**src/hdl/spx_pkg.sv**
```systemverilog
// spx_pkg: shared types, constants and colour table for the scanline palette expander
// no dependencies; imported by every module of the block
`timescale 1ns / 1ps
`default_nettype none

package spx_pkg;

    localparam int PIX_W        = 8;
    localparam int PIX_PER_WORD = 4;
    localparam int WORD_W       = PIX_W * PIX_PER_WORD;
    localparam int IN_DATA_W    = 24;
    localparam int DATA_PIX     = 12;
    localparam int BUF_PIX      = 16;
    localparam int PEND_PIX     = PIX_PER_WORD - 1;
    localparam int BORDER_4BPP  = 32;
    localparam int BORDER_1BPP  = 192;
    localparam int MAX_WORDS    = 50;
    localparam int CNT_W        = 6;
    localparam int NPIX_W       = 4;
    localparam int Q_DEPTH      = 4;
    localparam int Q_PTR_W      = 2;
    localparam int PAL_W        = 48;
    localparam int CFG_ADDR_W   = 1;

    localparam logic [CNT_W-1:0] BORDER_4BPP_WORDS = CNT_W'(BORDER_4BPP / PIX_PER_WORD);
    localparam logic [CNT_W-1:0] BORDER_1BPP_WORDS = CNT_W'(BORDER_1BPP / PIX_PER_WORD);
    localparam logic [CNT_W-1:0] MAX_WORDS_C       = CNT_W'(MAX_WORDS);

    // register indexes on the configuration port
    localparam logic [CFG_ADDR_W-1:0] REG_MODE    = 1'b0;
    localparam logic [CFG_ADDR_W-1:0] REG_PALETTE = 1'b1;

    typedef logic [PIX_W-1:0] pix_t;

    typedef enum logic [1:0] {
        MODE_CONSOLE = 2'd0,
        MODE_4BPP_X3 = 2'd1,
        MODE_4BPP_X6 = 2'd2,
        MODE_1BPP    = 2'd3
    } mode_t;

    // one classified byte, handed from front end to back end
    typedef struct packed {
        pix_t [DATA_PIX-1:0] pix;          // expanded pixels, unused ones black
        logic [NPIX_W-1:0]   n_pix;        // number of expanded pixels
        logic [CNT_W-1:0]    border_words; // border width in words for this mode
        logic                first;
        logic                last;
    } cmd_t;

    // fixed physical colour table, 3-bit index to rgb332
    function automatic pix_t phys_rgb(input logic [2:0] idx);
        pix_t c;
        case (idx)
            3'd0:    c = 8'h00;
            3'd1:    c = 8'hE0;
            3'd2:    c = 8'h1C;
            3'd3:    c = 8'hFC;
            3'd4:    c = 8'h03;
            3'd5:    c = 8'hE3;
            3'd6:    c = 8'h1F;
            3'd7:    c = 8'hFF;
            default: c = 8'h00;
        endcase
        return c;
    endfunction

endpackage

`default_nettype wire

```
**src/hdl/spx_front.sv**
```systemverilog
// spx_front: configuration registers and byte classifier / pixel expander
// depends on spx_pkg; feeds commands into spx_queue
`timescale 1ns / 1ps
`default_nettype none

module spx_front (
    input  wire logic                             clk,
    input  wire logic                             rst_n,
    input  wire logic                             cfg_wr_en,
    input  wire logic [spx_pkg::CFG_ADDR_W-1:0]   cfg_addr,
    input  wire logic [spx_pkg::PAL_W-1:0]        cfg_wdata,
    input  wire logic                             s_tvalid,
    output logic                                  s_tready,
    input  wire logic [spx_pkg::IN_DATA_W-1:0]    s_tdata,
    input  wire logic                             s_tuser,
    input  wire logic                             s_tlast,
    output logic                                  push,
    output spx_pkg::cmd_t                         push_cmd,
    input  wire logic                             push_ready
);
    import spx_pkg::*;

    mode_t              mode_reg;
    logic [PAL_W-1:0]   palette_reg;

    logic [7:0] src;
    pix_t       fg;
    pix_t       bg;
    pix_t       hi_c;
    pix_t       lo_c;
    pix_t       on_c;
    pix_t       off_c;

    // logical colour through the palette map and the physical table
    function automatic pix_t lookup(input logic [PAL_W-1:0] pal, input logic [3:0] n);
        logic [2:0] phys;
        phys = pal[3 * n +: 3];
        return phys_rgb(phys);
    endfunction

    always_ff @(posedge clk or negedge rst_n)
    begin
        if (!rst_n)
        begin
            mode_reg    <= MODE_CONSOLE;
            palette_reg <= '0;
        end
        else if (cfg_wr_en)
        begin
            case (cfg_addr)
                REG_MODE:    mode_reg    <= mode_t'(cfg_wdata[1:0]);
                REG_PALETTE: palette_reg <= cfg_wdata;
                default:     ;
            endcase
        end
    end

    assign src   = s_tdata[7:0];
    assign fg    = s_tdata[15:8];
    assign bg    = s_tdata[23:16];
    assign hi_c  = lookup(palette_reg, src[7:4]);
    assign lo_c  = lookup(palette_reg, src[3:0]);
    assign on_c  = (mode_reg == MODE_CONSOLE) ? fg : lookup(palette_reg, 4'd1);
    assign off_c = (mode_reg == MODE_CONSOLE) ? bg : lookup(palette_reg, 4'd0);

    always_comb
    begin
        push_cmd       = '0;
        push_cmd.first = s_tuser;
        push_cmd.last  = s_tlast;
        case (mode_reg)
            MODE_CONSOLE, MODE_1BPP:
            begin
                for (int i = 0; i < 8; i++)
                begin
                    push_cmd.pix[i] = src[7-i] ? on_c : off_c;
                end
                push_cmd.n_pix        = 4'd8;
                push_cmd.border_words = (mode_reg == MODE_1BPP) ? BORDER_1BPP_WORDS : '0;
            end
            MODE_4BPP_X3:
            begin
                for (int i = 0; i < 3; i++)
                begin
                    push_cmd.pix[i]     = hi_c;
                    push_cmd.pix[i + 3] = lo_c;
                end
                push_cmd.n_pix        = 4'd6;
                push_cmd.border_words = BORDER_4BPP_WORDS;
            end
            MODE_4BPP_X6:
            begin
                for (int i = 0; i < 6; i++)
                begin
                    push_cmd.pix[i]     = hi_c;
                    push_cmd.pix[i + 6] = lo_c;
                end
                push_cmd.n_pix        = 4'd12;
                push_cmd.border_words = BORDER_4BPP_WORDS;
            end
            default: ;
        endcase
    end

    assign s_tready = push_ready;
    assign push     = s_tvalid && push_ready;

endmodule

`default_nettype wire

```
**src/hdl/spx_queue.sv**
```systemverilog
// spx_queue: four-entry command queue between front end and back end
// depends on spx_pkg
`timescale 1ns / 1ps
`default_nettype none

module spx_queue (
    input  wire logic          clk,
    input  wire logic          rst_n,
    input  wire logic          push,
    input  wire spx_pkg::cmd_t push_cmd,
    output logic               push_ready,
    input  wire logic          pop,
    output logic               pop_valid,
    output spx_pkg::cmd_t      pop_cmd
);
    import spx_pkg::*;

    cmd_t                 mem [Q_DEPTH];
    logic [Q_PTR_W-1:0]   wr_ptr_reg;
    logic [Q_PTR_W-1:0]   rd_ptr_reg;
    logic [Q_PTR_W:0]     count_reg;
    logic [Q_PTR_W-1:0]   wr_ptr_next;
    logic [Q_PTR_W-1:0]   rd_ptr_next;
    logic [Q_PTR_W:0]     count_next;

    assign push_ready = (count_reg != (Q_PTR_W+1)'(Q_DEPTH));
    assign pop_valid  = (count_reg != '0);
    assign pop_cmd    = mem[rd_ptr_reg];

    always_comb
    begin
        wr_ptr_next = push ? wr_ptr_reg + 1'b1 : wr_ptr_reg;
        rd_ptr_next = pop  ? rd_ptr_reg + 1'b1 : rd_ptr_reg;
        case ({push, pop})
            2'b10:   count_next = count_reg + 1'b1;
            2'b01:   count_next = count_reg - 1'b1;
            default: count_next = count_reg;
        endcase
    end

    always_ff @(posedge clk)
    begin
        if (push)
        begin
            mem[wr_ptr_reg] <= push_cmd;
        end
    end

    always_ff @(posedge clk or negedge rst_n)
    begin
        if (!rst_n)
        begin
            wr_ptr_reg <= '0;
            rd_ptr_reg <= '0;
            count_reg  <= '0;
        end
        else
        begin
            wr_ptr_reg <= wr_ptr_next;
            rd_ptr_reg <= rd_ptr_next;
            count_reg  <= count_next;
        end
    end

endmodule

`default_nettype wire

```
**src/hdl/spx_back.sv**
```systemverilog
// spx_back: pending-pixel merge, word sequencer and output register
// depends on spx_pkg; takes commands from spx_queue
`timescale 1ns / 1ps
`default_nettype none

module spx_back (
    input  wire logic                          clk,
    input  wire logic                          rst_n,
    input  wire logic                          pop_valid,
    input  wire spx_pkg::cmd_t                 pop_cmd,
    output logic                               pop,
    output logic                               m_tvalid,
    input  wire logic                          m_tready,
    output logic [spx_pkg::WORD_W-1:0]         m_tdata,
    output logic                               m_tlast,
    output logic                               m_tuser
);
    import spx_pkg::*;

    // control
    logic                 act_reg, act_next;
    logic [CNT_W-1:0]     idx_reg, idx_next;
    logic [1:0]           pend_cnt_reg, pend_cnt_next;
    logic                 m_tvalid_reg, m_tvalid_next;
    // payload
    pix_t [BUF_PIX-1:0]   buf_reg;
    pix_t [PEND_PIX-1:0]  pend_reg;
    logic [CNT_W-1:0]     total_reg;
    logic [CNT_W-1:0]     lw_reg;
    logic [CNT_W-1:0]     ldw_reg;
    logic                 rem_nz_reg;
    logic                 last_reg;
    logic [WORD_W-1:0]    m_tdata_reg;
    logic                 m_tlast_reg;
    logic                 m_tuser_reg;

    // load-side values
    logic [1:0]           p;
    logic [NPIX_W:0]      sum;
    logic [1:0]           d_words;
    logic [1:0]           rem;
    pix_t [BUF_PIX-1:0]   buf_next;
    logic [CNT_W-1:0]     l_words;
    logic [CNT_W-1:0]     r_words;
    logic [CNT_W:0]       total_raw;
    logic [CNT_W-1:0]     total_next;

    // emit-side values
    logic                 out_rdy;
    logic                 emit;
    logic                 at_end;
    logic                 done;
    logic [CNT_W-1:0]     sel_off;
    logic                 use_buf;
    logic [WORD_W-1:0]    word;

    always_comb
    begin
        p        = pop_cmd.first ? 2'd0 : pend_cnt_reg;
        sum      = (NPIX_W+1)'(p) + (NPIX_W+1)'(pop_cmd.n_pix);
        d_words  = sum[3:2];
        rem      = sum[1:0];
        // pending pixels first, then the new ones; everything past the run is black
        buf_next = (BUF_PIX*PIX_W)'(pop_cmd.pix) << (PIX_W * int'(p));
        for (int k = 0; k < PEND_PIX; k++)
        begin
            if (k < int'(p))
            begin
                buf_next[k] = pend_reg[k];
            end
        end
        l_words    = pop_cmd.first ? pop_cmd.border_words : '0;
        r_words    = pop_cmd.last ? pop_cmd.border_words + CNT_W'(rem != 2'd0) : '0;
        total_raw  = (CNT_W+1)'(l_words) + (CNT_W+1)'(d_words) + (CNT_W+1)'(r_words);
        total_next = (total_raw > (CNT_W+1)'(MAX_WORDS)) ? MAX_WORDS_C : total_raw[CNT_W-1:0];
    end

    assign out_rdy = !m_tvalid_reg || m_tready;
    assign emit    = act_reg && out_rdy;
    assign at_end  = (idx_reg == total_reg - CNT_W'(1));
    assign done    = emit && at_end;
    assign pop     = pop_valid && (!act_reg || done);

    assign sel_off = idx_reg - lw_reg;
    assign use_buf = (idx_reg >= lw_reg) &&
                     ((idx_reg < ldw_reg) || ((idx_reg == ldw_reg) && rem_nz_reg));
    assign word    = use_buf ? buf_reg[PIX_PER_WORD * sel_off[1:0] +: PIX_PER_WORD] : '0;

    always_comb
    begin
        act_next      = act_reg;
        idx_next      = idx_reg;
        pend_cnt_next = pend_cnt_reg;
        m_tvalid_next = m_tvalid_reg;
        if (emit)
        begin
            m_tvalid_next = 1'b1;
            idx_next      = idx_reg + CNT_W'(1);
            if (at_end)
            begin
                act_next = 1'b0;
            end
        end
        else if (m_tready)
        begin
            m_tvalid_next = 1'b0;
        end
        if (pop)
        begin
            act_next      = 1'b1;
            idx_next      = '0;
            pend_cnt_next = pop_cmd.last ? 2'd0 : rem;
        end
    end

    always_ff @(posedge clk or negedge rst_n)
    begin
        if (!rst_n)
        begin
            act_reg      <= 1'b0;
            idx_reg      <= '0;
            pend_cnt_reg <= '0;
            m_tvalid_reg <= 1'b0;
        end
        else
        begin
            act_reg      <= act_next;
            idx_reg      <= idx_next;
            pend_cnt_reg <= pend_cnt_next;
            m_tvalid_reg <= m_tvalid_next;
        end
    end

    always_ff @(posedge clk)
    begin
        if (pop)
        begin
            buf_reg    <= buf_next;
            pend_reg   <= buf_next[PIX_PER_WORD * d_words +: PEND_PIX];
            total_reg  <= total_next;
            lw_reg     <= l_words;
            ldw_reg    <= l_words + CNT_W'(d_words);
            rem_nz_reg <= (rem != 2'd0);
            last_reg   <= pop_cmd.last;
        end
        if (emit)
        begin
            m_tdata_reg <= word;
            m_tlast_reg <= at_end;
            m_tuser_reg <= at_end && last_reg;
        end
    end

    assign m_tvalid = m_tvalid_reg;
    assign m_tdata  = m_tdata_reg;
    assign m_tlast  = m_tlast_reg;
    assign m_tuser  = m_tuser_reg;

endmodule

`default_nettype wire

```
**src/hdl/scanline_palette_expander_unit.sv**
```systemverilog
// scanline_palette_expander_unit: top level of the framebuffer byte to rgb332 word expander
// depends on spx_pkg, spx_front, spx_queue and spx_back
`timescale 1ns / 1ps
`default_nettype none

// Takes one framebuffer byte per input transfer and produces packed rgb332 words,
// four pixels per 32-bit word with the leftmost pixel in bits 7..0. The mode register
// picks console (8 pixels from per-byte fg/bg), 4bpp x3, 4bpp x6 or 1bpp expansion;
// palette_map maps sixteen logical colours onto the fixed eight-entry physical table.
// A byte flagged as line start first emits the black left border (and drops any
// pixels still pending); a byte flagged as line end emits the right border after its
// pixels and pads the last word with black. Borders are 8 words in the 4bpp modes,
// 48 words in 1bpp and none in console mode; a run is capped at 50 words.
// Throughput: the back end sends exactly one word per clock while words are owed and
// the output is not stalled; a byte produces 1 to 3 words when plain and up to 50
// with borders; the front end takes one byte per clock while the four-entry
// command queue has room, so it keeps accepting while borders drain.
// With the block idle a byte goes through the queue, the back-end load registers and the output register.
// Configuration may only be written while no byte is in flight. No clearing pass
// after reset.

module scanline_palette_expander_unit (
    input  wire logic                             clk,
    input  wire logic                             rst_n,
    // configuration write port
    input  wire logic                             cfg_wr_en,
    input  wire logic [spx_pkg::CFG_ADDR_W-1:0]   cfg_addr,
    input  wire logic [spx_pkg::PAL_W-1:0]        cfg_wdata,
    // input stream
    input  wire logic                             s_tvalid,
    output logic                                  s_tready,
    input  wire logic [spx_pkg::IN_DATA_W-1:0]    s_tdata,   // src_byte, fg_color, bg_color
    input  wire logic                             s_tuser,   // first_in_line
    input  wire logic                             s_tlast,   // last_in_line
    // output stream
    output logic                                  m_tvalid,
    input  wire logic                             m_tready,
    output logic [spx_pkg::WORD_W-1:0]            m_tdata,   // pixel_word
    output logic                                  m_tlast,   // end_of_run
    output logic                                  m_tuser    // end_of_line
);
    import spx_pkg::*;

    // front end to queue
    logic push;
    logic push_ready;
    cmd_t push_cmd;
    // queue to back end
    logic pop;
    logic pop_valid;
    cmd_t pop_cmd;

    // classify each accepted transfer and expand its pixels
    spx_front u_front (
        .clk        (clk),
        .rst_n      (rst_n),
        .cfg_wr_en  (cfg_wr_en),
        .cfg_addr   (cfg_addr),
        .cfg_wdata  (cfg_wdata),
        .s_tvalid   (s_tvalid),
        .s_tready   (s_tready),
        .s_tdata    (s_tdata),
        .s_tuser    (s_tuser),
        .s_tlast    (s_tlast),
        .push       (push),
        .push_cmd   (push_cmd),
        .push_ready (push_ready)
    );

    // decouples byte intake from word output, lets borders drain without stalling input while it has room
    spx_queue u_queue (
        .clk        (clk),
        .rst_n      (rst_n),
        .push       (push),
        .push_cmd   (push_cmd),
        .push_ready (push_ready),
        .pop        (pop),
        .pop_valid  (pop_valid),
        .pop_cmd    (pop_cmd)
    );

    // merges pending pixels, sequences border / data / padding words, output register
    spx_back u_back (
        .clk       (clk),
        .rst_n     (rst_n),
        .pop_valid (pop_valid),
        .pop_cmd   (pop_cmd),
        .pop       (pop),
        .m_tvalid  (m_tvalid),
        .m_tready  (m_tready),
        .m_tdata   (m_tdata),
        .m_tlast   (m_tlast),
        .m_tuser   (m_tuser)
    );

endmodule

`default_nettype wire

```
**config.mk**
```make
export PLATFORM = sky130hd
export DESIGN_NAME = scanline_palette_expander_unit
export DESIGN_NICKNAME = d
export VERILOG_FILES = /design/src/hdl/spx_pkg.sv /design/src/hdl/spx_front.sv /design/src/hdl/spx_queue.sv /design/src/hdl/spx_back.sv /design/src/hdl/scanline_palette_expander_unit.sv
export SDC_FILE = /design/constraint.sdc
export NUM_CORES = 1
export LEC_CHECK = 0
export ABC_AREA = 1
export BUFFER_PORTS_ARGS = -buffer_cell sky130_fd_sc_hd__buf_2
export CELL_PAD_IN_SITES_DETAIL_PLACEMENT = 0
export CELL_PAD_IN_SITES_GLOBAL_PLACEMENT = 2
export CORE_ASPECT_RATIO = 0.9
export CORE_MARGIN = 1
export CORE_UTILIZATION = 42
export DETAILED_ROUTE_END_ITERATION = 16
export PLACE_DENSITY_LB_ADDON = 0.1
export SETUP_SLACK_MARGIN = 0.4
export SYNTH_ARGS = -nofsm -noshare
export SYNTH_HDL_FRONTEND = slang
export SYNTH_SLANG_ARGS = --single-unit
export TNS_END_PERCENT = 10
```
**constraint.sdc**
```tcl
create_clock -name clk -period 8.6 [get_ports clk]
set_input_delay 2.15 -clock clk [delete_from_list [all_inputs] [get_ports clk]]
set_output_delay 2.15 -clock clk [all_outputs]
set_load 0.01 [all_outputs]
```
Word level (Yosys, flattened, before mapping)
Memory sizes are Yosys's and may differ from the RTL's.
Cells that the tools add are included.
{"block": "word_totals", "register_bits": 273, "ram_bits": 432, "rom_bits": 256, "in_bits": 80, "word_cells": 143, "n_memories": 5}
{"block": "op_classes", "add_sub_neg": 12, "n_mul": 2, "order_cmp": 6, "eq_ne": 8, "n_shift": 19, "n_mux": 31, "bitwise_logic": 1, "n_reduce_logical": 23}
{"name": "u_queue.mem", "depth": 4, "word_bits": 108, "read_ports": 1, "rd_clocked_by_memory_dff": 0, "wr": 1, "line_no": "spx_queue.sv:18", "rtl": "cmd_t mem [Q_DEPTH];"}
{"name": "(name not given)", "depth": 8, "word_bits": 8, "read_ports": 1, "rd_clocked_by_memory_dff": 0, "wr": 0, "line_no": "spx_pkg.sv:54", "rtl": "case (idx)"}
{"name": "(name not given)", "depth": 8, "word_bits": 8, "read_ports": 1, "rd_clocked_by_memory_dff": 0, "wr": 0, "line_no": "spx_pkg.sv:54"}
{"name": "(name not given)", "depth": 8, "word_bits": 8, "read_ports": 1, "rd_clocked_by_memory_dff": 0, "wr": 0, "line_no": "spx_pkg.sv:54"}
{"name": "(name not given)", "depth": 8, "word_bits": 8, "read_ports": 1, "rd_clocked_by_memory_dff": 0, "wr": 0, "line_no": "spx_pkg.sv:54"}
{"cell": "$pmux 58 s3", "n": 1}
{"cell": "$shiftx 16x5->3", "n": 8}
{"cell": "$shiftx 16x5->4", "n": 8}
{"cell": "$shl 96x5->128", "n": 1}
{"cell": "$mux 8", "n": 13}
{"cell": "$shiftx 48x7->3", "n": 2}
{"cell": "$mux 32", "n": 1}
{"cell": "$pmux 16 s2", "n": 1}
{"cell": "$mux 6", "n": 5}
{"cell": "$eq 6x6->1", "n": 2}
{"cell": "$mul 2x4->6 const A", "n": 2}
{"cell": "$reduce_bool 2->1", "n": 5}
{"cell": "$add 6x2->7", "n": 1}
{"cell": "$add 7x6->7", "n": 1}
{"cell": "$gt 7x6->1 const B", "n": 1}
{"cell": "$logic_and 1x1->1", "n": 7}
{"cell": "$mux 1", "n": 7}
{"cell": "$add 6x1->6", "n": 1}
{"cell": "$add 6x1->6 const B", "n": 1}
{"cell": "$add 6x2->6", "n": 1}
{"cell": "$eq 2x2->1 const B", "n": 3}
{"cell": "$ge 6x6->1", "n": 1}
{"cell": "$lt 6x6->1", "n": 1}
{"cell": "$pmux 3 s2", "n": 1}
{"cell": "18 further kinds", "n": 27}

Logic depth before layout (Yosys ltp)
{"block": "logic_depth", "ltp_word": 8, "mapped_depth": 20}

Cells and area by module
A second synthesis with hierarchy kept.
{"block": "unflattened", "hier_cells": 3391, "hier_area_um2": 33586.0}
{"mod": "spx_queue", "instances": 1, "cells_per_inst": 1308, "area_each_um2": 17416.7}
{"mod": "spx_back", "instances": 1, "cells_per_inst": 1283, "area_each_um2": 11478.5}
{"mod": "spx_front", "instances": 1, "cells_per_inst": 800, "area_each_um2": 4690.7}

Worst setup path after synthesis
Ideal clock, no wire load.
{"block": "synth_timing", "kind": "input to register", "start": "input port m_tready", "end": "register u_queue.count_reg[2]", "t_arrival_ns": 7.503, "required_time_ns": 8.520, "slack_ns": 1.017, "stages": 15, "path_buffers": 0, "path_cell_list": "inv_1 > nand2_1 > nand2_1 > inv_1 > nand3_1 > nand2_1 > nand2_1 > inv_1 > ha_1 > inv_1 > fa_1 > nor2_1 > nor2_1 > nand2_1 > xnor2_1"}
{"block": "synth_via", "elab_chain_cells": 7, "word_cells_on_any_way": 9}
{"element": "from (decl)", "line_no": "scanline_palette_expander_unit.sv:37", "rtl": "input wire logic m_tready,"}
{"element": "$logic_or 1x1->1 (*)", "line_no": "spx_back.sv:78", "rtl": "assign out_rdy = !m_tvalid_reg || m_tready;"}
{"element": "$logic_and 1x1->1 (*)", "line_no": "spx_back.sv:79", "rtl": "assign emit = act_reg && out_rdy;"}
{"element": "named net u_back.emit", "line_no": "spx_back.sv:50", "rtl": "logic emit;"}
{"element": "$logic_and 1x1->1 (*)", "line_no": "spx_back.sv:81", "rtl": "assign done = emit && at_end;"}
{"element": "$logic_or 1x1->1 (*)", "line_no": "spx_back.sv:82", "rtl": "assign pop = pop_valid && (!act_reg || done);"}
{"element": "$logic_and 1x1->1 (*)", "line_no": "spx_back.sv:82"}
{"element": "named net pop", "line_no": "scanline_palette_expander_unit.sv:49", "rtl": "logic pop;"}
{"element": "$eq 2x1->1 or $eq 2x2->1 (tied branches)", "line_no": "spx_queue.sv:34", "rtl": "case ({push, pop})"}
{"element": "$pmux 3 s2 or $reduce_bool 2->1 (tied branches)"}
{"element": "to (signal assigned)", "line_no": "spx_queue.sv:61", "rtl": "count_reg <= count_next;"}
{"element": "to (decl)", "line_no": "spx_queue.sv:21", "rtl": "logic [Q_PTR_W:0] count_reg;"}
Mark *: on every way through the listed nets, which the timed path passes. The rest lies on a longest branch.
A chain may end at the register's enable or synchronous reset.

Worst setup path in the final report
{"block": "layout_timing", "start": "register u_queue.rd_ptr_reg[0]", "end": "register u_back.total_reg[5] (data pin)"}
{"block": "layout_via", "elab_chain_cells": 8, "word_cells_on_any_way": 10}
{"element": "from (decl)", "line_no": "spx_queue.sv:20", "rtl": "logic [Q_PTR_W-1:0] rd_ptr_reg;"}
{"element": "from (signal assigned)", "line_no": "spx_queue.sv:60", "rtl": "rd_ptr_reg <= rd_ptr_next;"}
{"element": "$mem_v2 4x108 (*)"}
{"element": "$mux 2", "line_no": "spx_back.sv:59", "rtl": "p = pop_cmd.first ? 2'd0 : pend_cnt_reg;"}
{"element": "$add 2x4->4", "line_no": "spx_back.sv:60", "rtl": "sum = (NPIX_W+1)'(p) + (NPIX_W+1)'(pop_cmd.n_pix);"}
{"element": "$reduce_bool 2->1", "line_no": "spx_back.sv:73", "rtl": "r_words = pop_cmd.last ? pop_cmd.border_words + CNT_W'(rem != 2'd0) : '0;"}
{"element": "$add 6x1->6", "line_no": "spx_back.sv:73"}
{"element": "$mux 6", "line_no": "spx_back.sv:73"}
{"element": "$add 7x6->7 (*)", "line_no": "spx_back.sv:74", "rtl": "total_raw = (CNT_W+1)'(l_words) + (CNT_W+1)'(d_words) + (CNT_W+1)'(r_words);"}
{"element": "named net u_back.total_raw[1]", "line_no": "spx_back.sv:45", "rtl": "logic [CNT_W:0] total_raw;"}
{"element": "$gt 7x6->1 (*)", "line_no": "spx_back.sv:75", "rtl": "total_next = (total_raw > (CNT_W+1)'(MAX_WORDS)) ? MAX_WORDS_C : total_raw[CNT_W-1:0];"}
{"element": "to (signal assigned)", "line_no": "spx_back.sv:140", "rtl": "total_reg <= total_next;"}
{"element": "to (decl)", "line_no": "spx_back.sv:28", "rtl": "logic [CNT_W-1:0] total_reg;"}
Marked as above.

==> reports/metrics.cfg <==
[sta]
finalClockSkew_ns=0.02005
slew_headroom=0.2135
finalMaxSlewViolations=0
worstMarginPinSlew_ns=1.167
period_share=0.6133
setup_slack_ns=3.326
fmax_ghz=0.1896
setup_viol=0
rsz0062_at_grt=false
fin_crit_ns=5.274
setup_tns_ns=0
hold_viol=0

[cts]
postCtsSetupBuffers=0
cts_tree=built
clkLatencyLatePin_ns=0.63
cts_resized=0
hold_buffers=0
htreeDepth=2
clk_pin_slew_ns=0.06
cts_made_buffers=56
clockRootBuffer=clkbuf_16
cts.sinks=529
cts_max_path_buffers=3

[global_route]
grt_pass1_wl_mm=118.0
grt_pass1_vias=18728
track_usage=0.2476
antenna_found_initial=1
grt_max_degree=87
overflow=0

[pwr]
switching_share=0.4331
p_clk_frac=0.216
seq_power_share=0.345
switching_power_uw=4857
internal_power_uw=6357
combPwrFrac=0.439
p_leak_uw=0.01229
p_per_area_nw_per_um2=386.3
irDropWorstVdd_uv=251.2

[floorplan]
die_w_microns=264.9
num_rows=86
ioPinCount=116
coreArea_sq_um=61330
dieHeight_microns=238.6
start_util=0.4259
die_area_sq_um=63200

[finish]
regArea_sq_um=15560
syn_to_final_growth_pct=11.12
finish.utilization=0.4733
largest_reg_flops=292
fill_cells=5836
fin_cells=3729
multi_input_area_sq_um=9029
fin_nets=2998
drive_gt1_frac=0.09942
n_antenna_cell=0

[worst_hold_path]
min_path_type=flip-flop to flip-flop

[yosys]
synth_cell_types=39
synth_area_sq_um=26120
synth_edf_count=462
synthArstFlopShare=0.1267
seq_area_frac_synth=0.5953
synthCells=2846
postSynthAreaPerCell_sq_um=9.179
syn_nets=2954
yosys_warnings=0
ys_ff_latch=529
synth_ff_type=edfxtp_1

[setup_path]
critical_path.slowest_cell=dfrtp_4
path_class=flip-flop to flip-flop
crit_path_end_kind=flip-flop
max_stage_delay_ns=0.78
path_buf_inv=5
cp_top_family=buffers and inverters
critPathLaunchType=flip-flop
cp.required_ns=8.96
critPathArrivalTime_ns=5.63
path_max_fanout=72
crit_chain=inv_4 > nand2_1 > nand3_1 > nand2_2 > nand2_2 > inv_2 > ha_1 > ha_1 > xor2_2 > buf_4 > clkinv_1 > ha_1 > nand2_1 > o21bai_1 > inv_1 > o211ai_1 > nand2_1 > or2_2

[drt]
vias_per_cell=5.320
drt_iter0_drc=1879
wl_mm=77.74
dr_total_vias=19839
dr.pass1.iters=6
drc=0
ant_nets=0
routedWlPerCell_microns=20.85

[placement]
pre_cts_ws_ns=3.249
globalplace.congestion=0.8391
detailed_place_hpwl_mm=51.90
dp_cells=3624
io_buffers=115

[status]
status=finished, final reports clean

[flow_run]
cap_viol_max_count=0

## synth_stat cells (3+ instances only)
library cell | instances | share of area
buf_1 | 21 | 0.0030
nand2_2 | 7 | 0.0017
buf_6 | 6 | 0.0026
inv_2 | 6 | 0.00086
fa_1 | 3 | 0.0023
edfxtp_1 | 462 | 0.53
and2_1 | 24 | 0.0057
ha_1 | 25 | 0.012
xnor2_1 | 3 | 0.0010
clkinv_1 | 5 | 0.00072
nor2_1 | 174 | 0.025
clkbuf_1 | 54 | 0.0078
mux2_2 | 22 | 0.0095
nand2_1 | 955 | 0.14
xor2_1 | 9 | 0.0030
a21oi_1 | 116 | 0.022
o211ai_1 | 56 | 0.016
buf_4 | 19 | 0.0055
inv_1 | 198 | 0.028
buf_2 | 61 | 0.012
dfrtp_1 | 67 | 0.064
nor3_1 | 3 | 0.00057
nor2_2 | 3 | 0.00072
or2_2 | 5 | 0.0012
o21ai_1 | 15 | 0.0029
nand3_1 | 443 | 0.085
o21ai_0 | 69 | 0.013
## cell usage in the layout (no fill, tap or decap), types with 34 or more instances in the layout
master,instances
a21oi_1,116
buf_2,114
buf_4,34
clkbuf_16,56
dfrtp_1,64
edfxtp_1,462
inv_1,196
nand2_1,953
nand3_1,443
nor2_1,170
o211ai_1,56
o21ai_0,68
## cell families (layout without fill, tap and decap cells)
| kind of cell | after synthesis | count (layout) | share of synthesized area |
|---|---|---|---|
| adders and majority gates | 28 | 28 | 0.01427 |
| buffers and inverters | 371 | 462 | 0.06073 |
| xor gates and xnor gates | 12 | 12 | 0.004024 |
| muxes | 22 | 22 | 0.009484 |
| AOI/OAI and AO/OA | 264 | 264 | 0.05709 |
| and+or+nand+nor | 1620 | 1620 | 0.2591 |
| DFF | 529 | 529 | 0.5953 |
## per-stage QoR
step / cell area, sq um / total power [uW] / hold WS [ns]
global placement: 27190 / 8791 / 0.4867
floorplan: 26120 / 7181 / 0.4672
CTS: 29030 / 11260 / 0.5123
detailed placement: 27190 / 8827 / 0.5005
global route: 29030 / 11970 / 0.5445
finish: 29030 / 11210 / 0.5124
## path summary, 6_finish.rpt
kind / start / to / slack, ns / depth (start not counted)
worst max-delay path: u_queue.rd_ptr_reg[0]$_DFFE_PN0N_ / u_back.total_reg[5]$_SDFFCE_PN1N_ / 3.33 / 18
worst min-delay path: u_queue.count_reg[0]$_DFFE_PN0P_ / u_queue.count_reg[0]$_DFFE_PN0P_ / 0.51 / 1
worst max register to register: u_queue.rd_ptr_reg[0]$_DFFE_PN0N_ / u_back.total_reg[5]$_SDFFCE_PN1N_ / 3.33 / 18
worst min register to register: u_queue.count_reg[0]$_DFFE_PN0P_ / u_queue.count_reg[0]$_DFFE_PN0P_ / 0.51 / 1
max in group asynchronous: rst_n / u_queue.rd_ptr_reg[0]$_DFFE_PN0N_ / 6.17 / 1
min in group asynchronous: rst_n / u_front.palette_reg[26]$_DFFE_PN0P_ / 1.69 / 1
## power groups by stage
stage	registers, uW	logic (uW)	clock network (uW)
finish	3870	4920	2420
global route	3920	5500	2560
CTS	3870	4920	2470
detailed placement	3930	4900	0
global placement	3920	4880	0
floorplan	3890	3290	0
## cell type report
class,instances,share of cell area
flip-flops and latches,529,0.5359
clock buffers,64,0.04931
inverters,209,0.02729
clock inverters,41,0.01384
repair buffers,148,0.02845
multi-input cells,1946,0.3110
well taps,792,0.03414
## per-layer routing
metal / vias up / track usage / routed length, microns
li1: 9649 / - / -
met2: 611 / 0.3818 / 34790
met4: 0 / 0.06008 / 1492
met1: 9492 / 0.3747 / 36970
met3: 87 / 0.02421 / 4487
met5: - / 0 / 0
No activity file was read; power rests on OpenSTA's default activity.
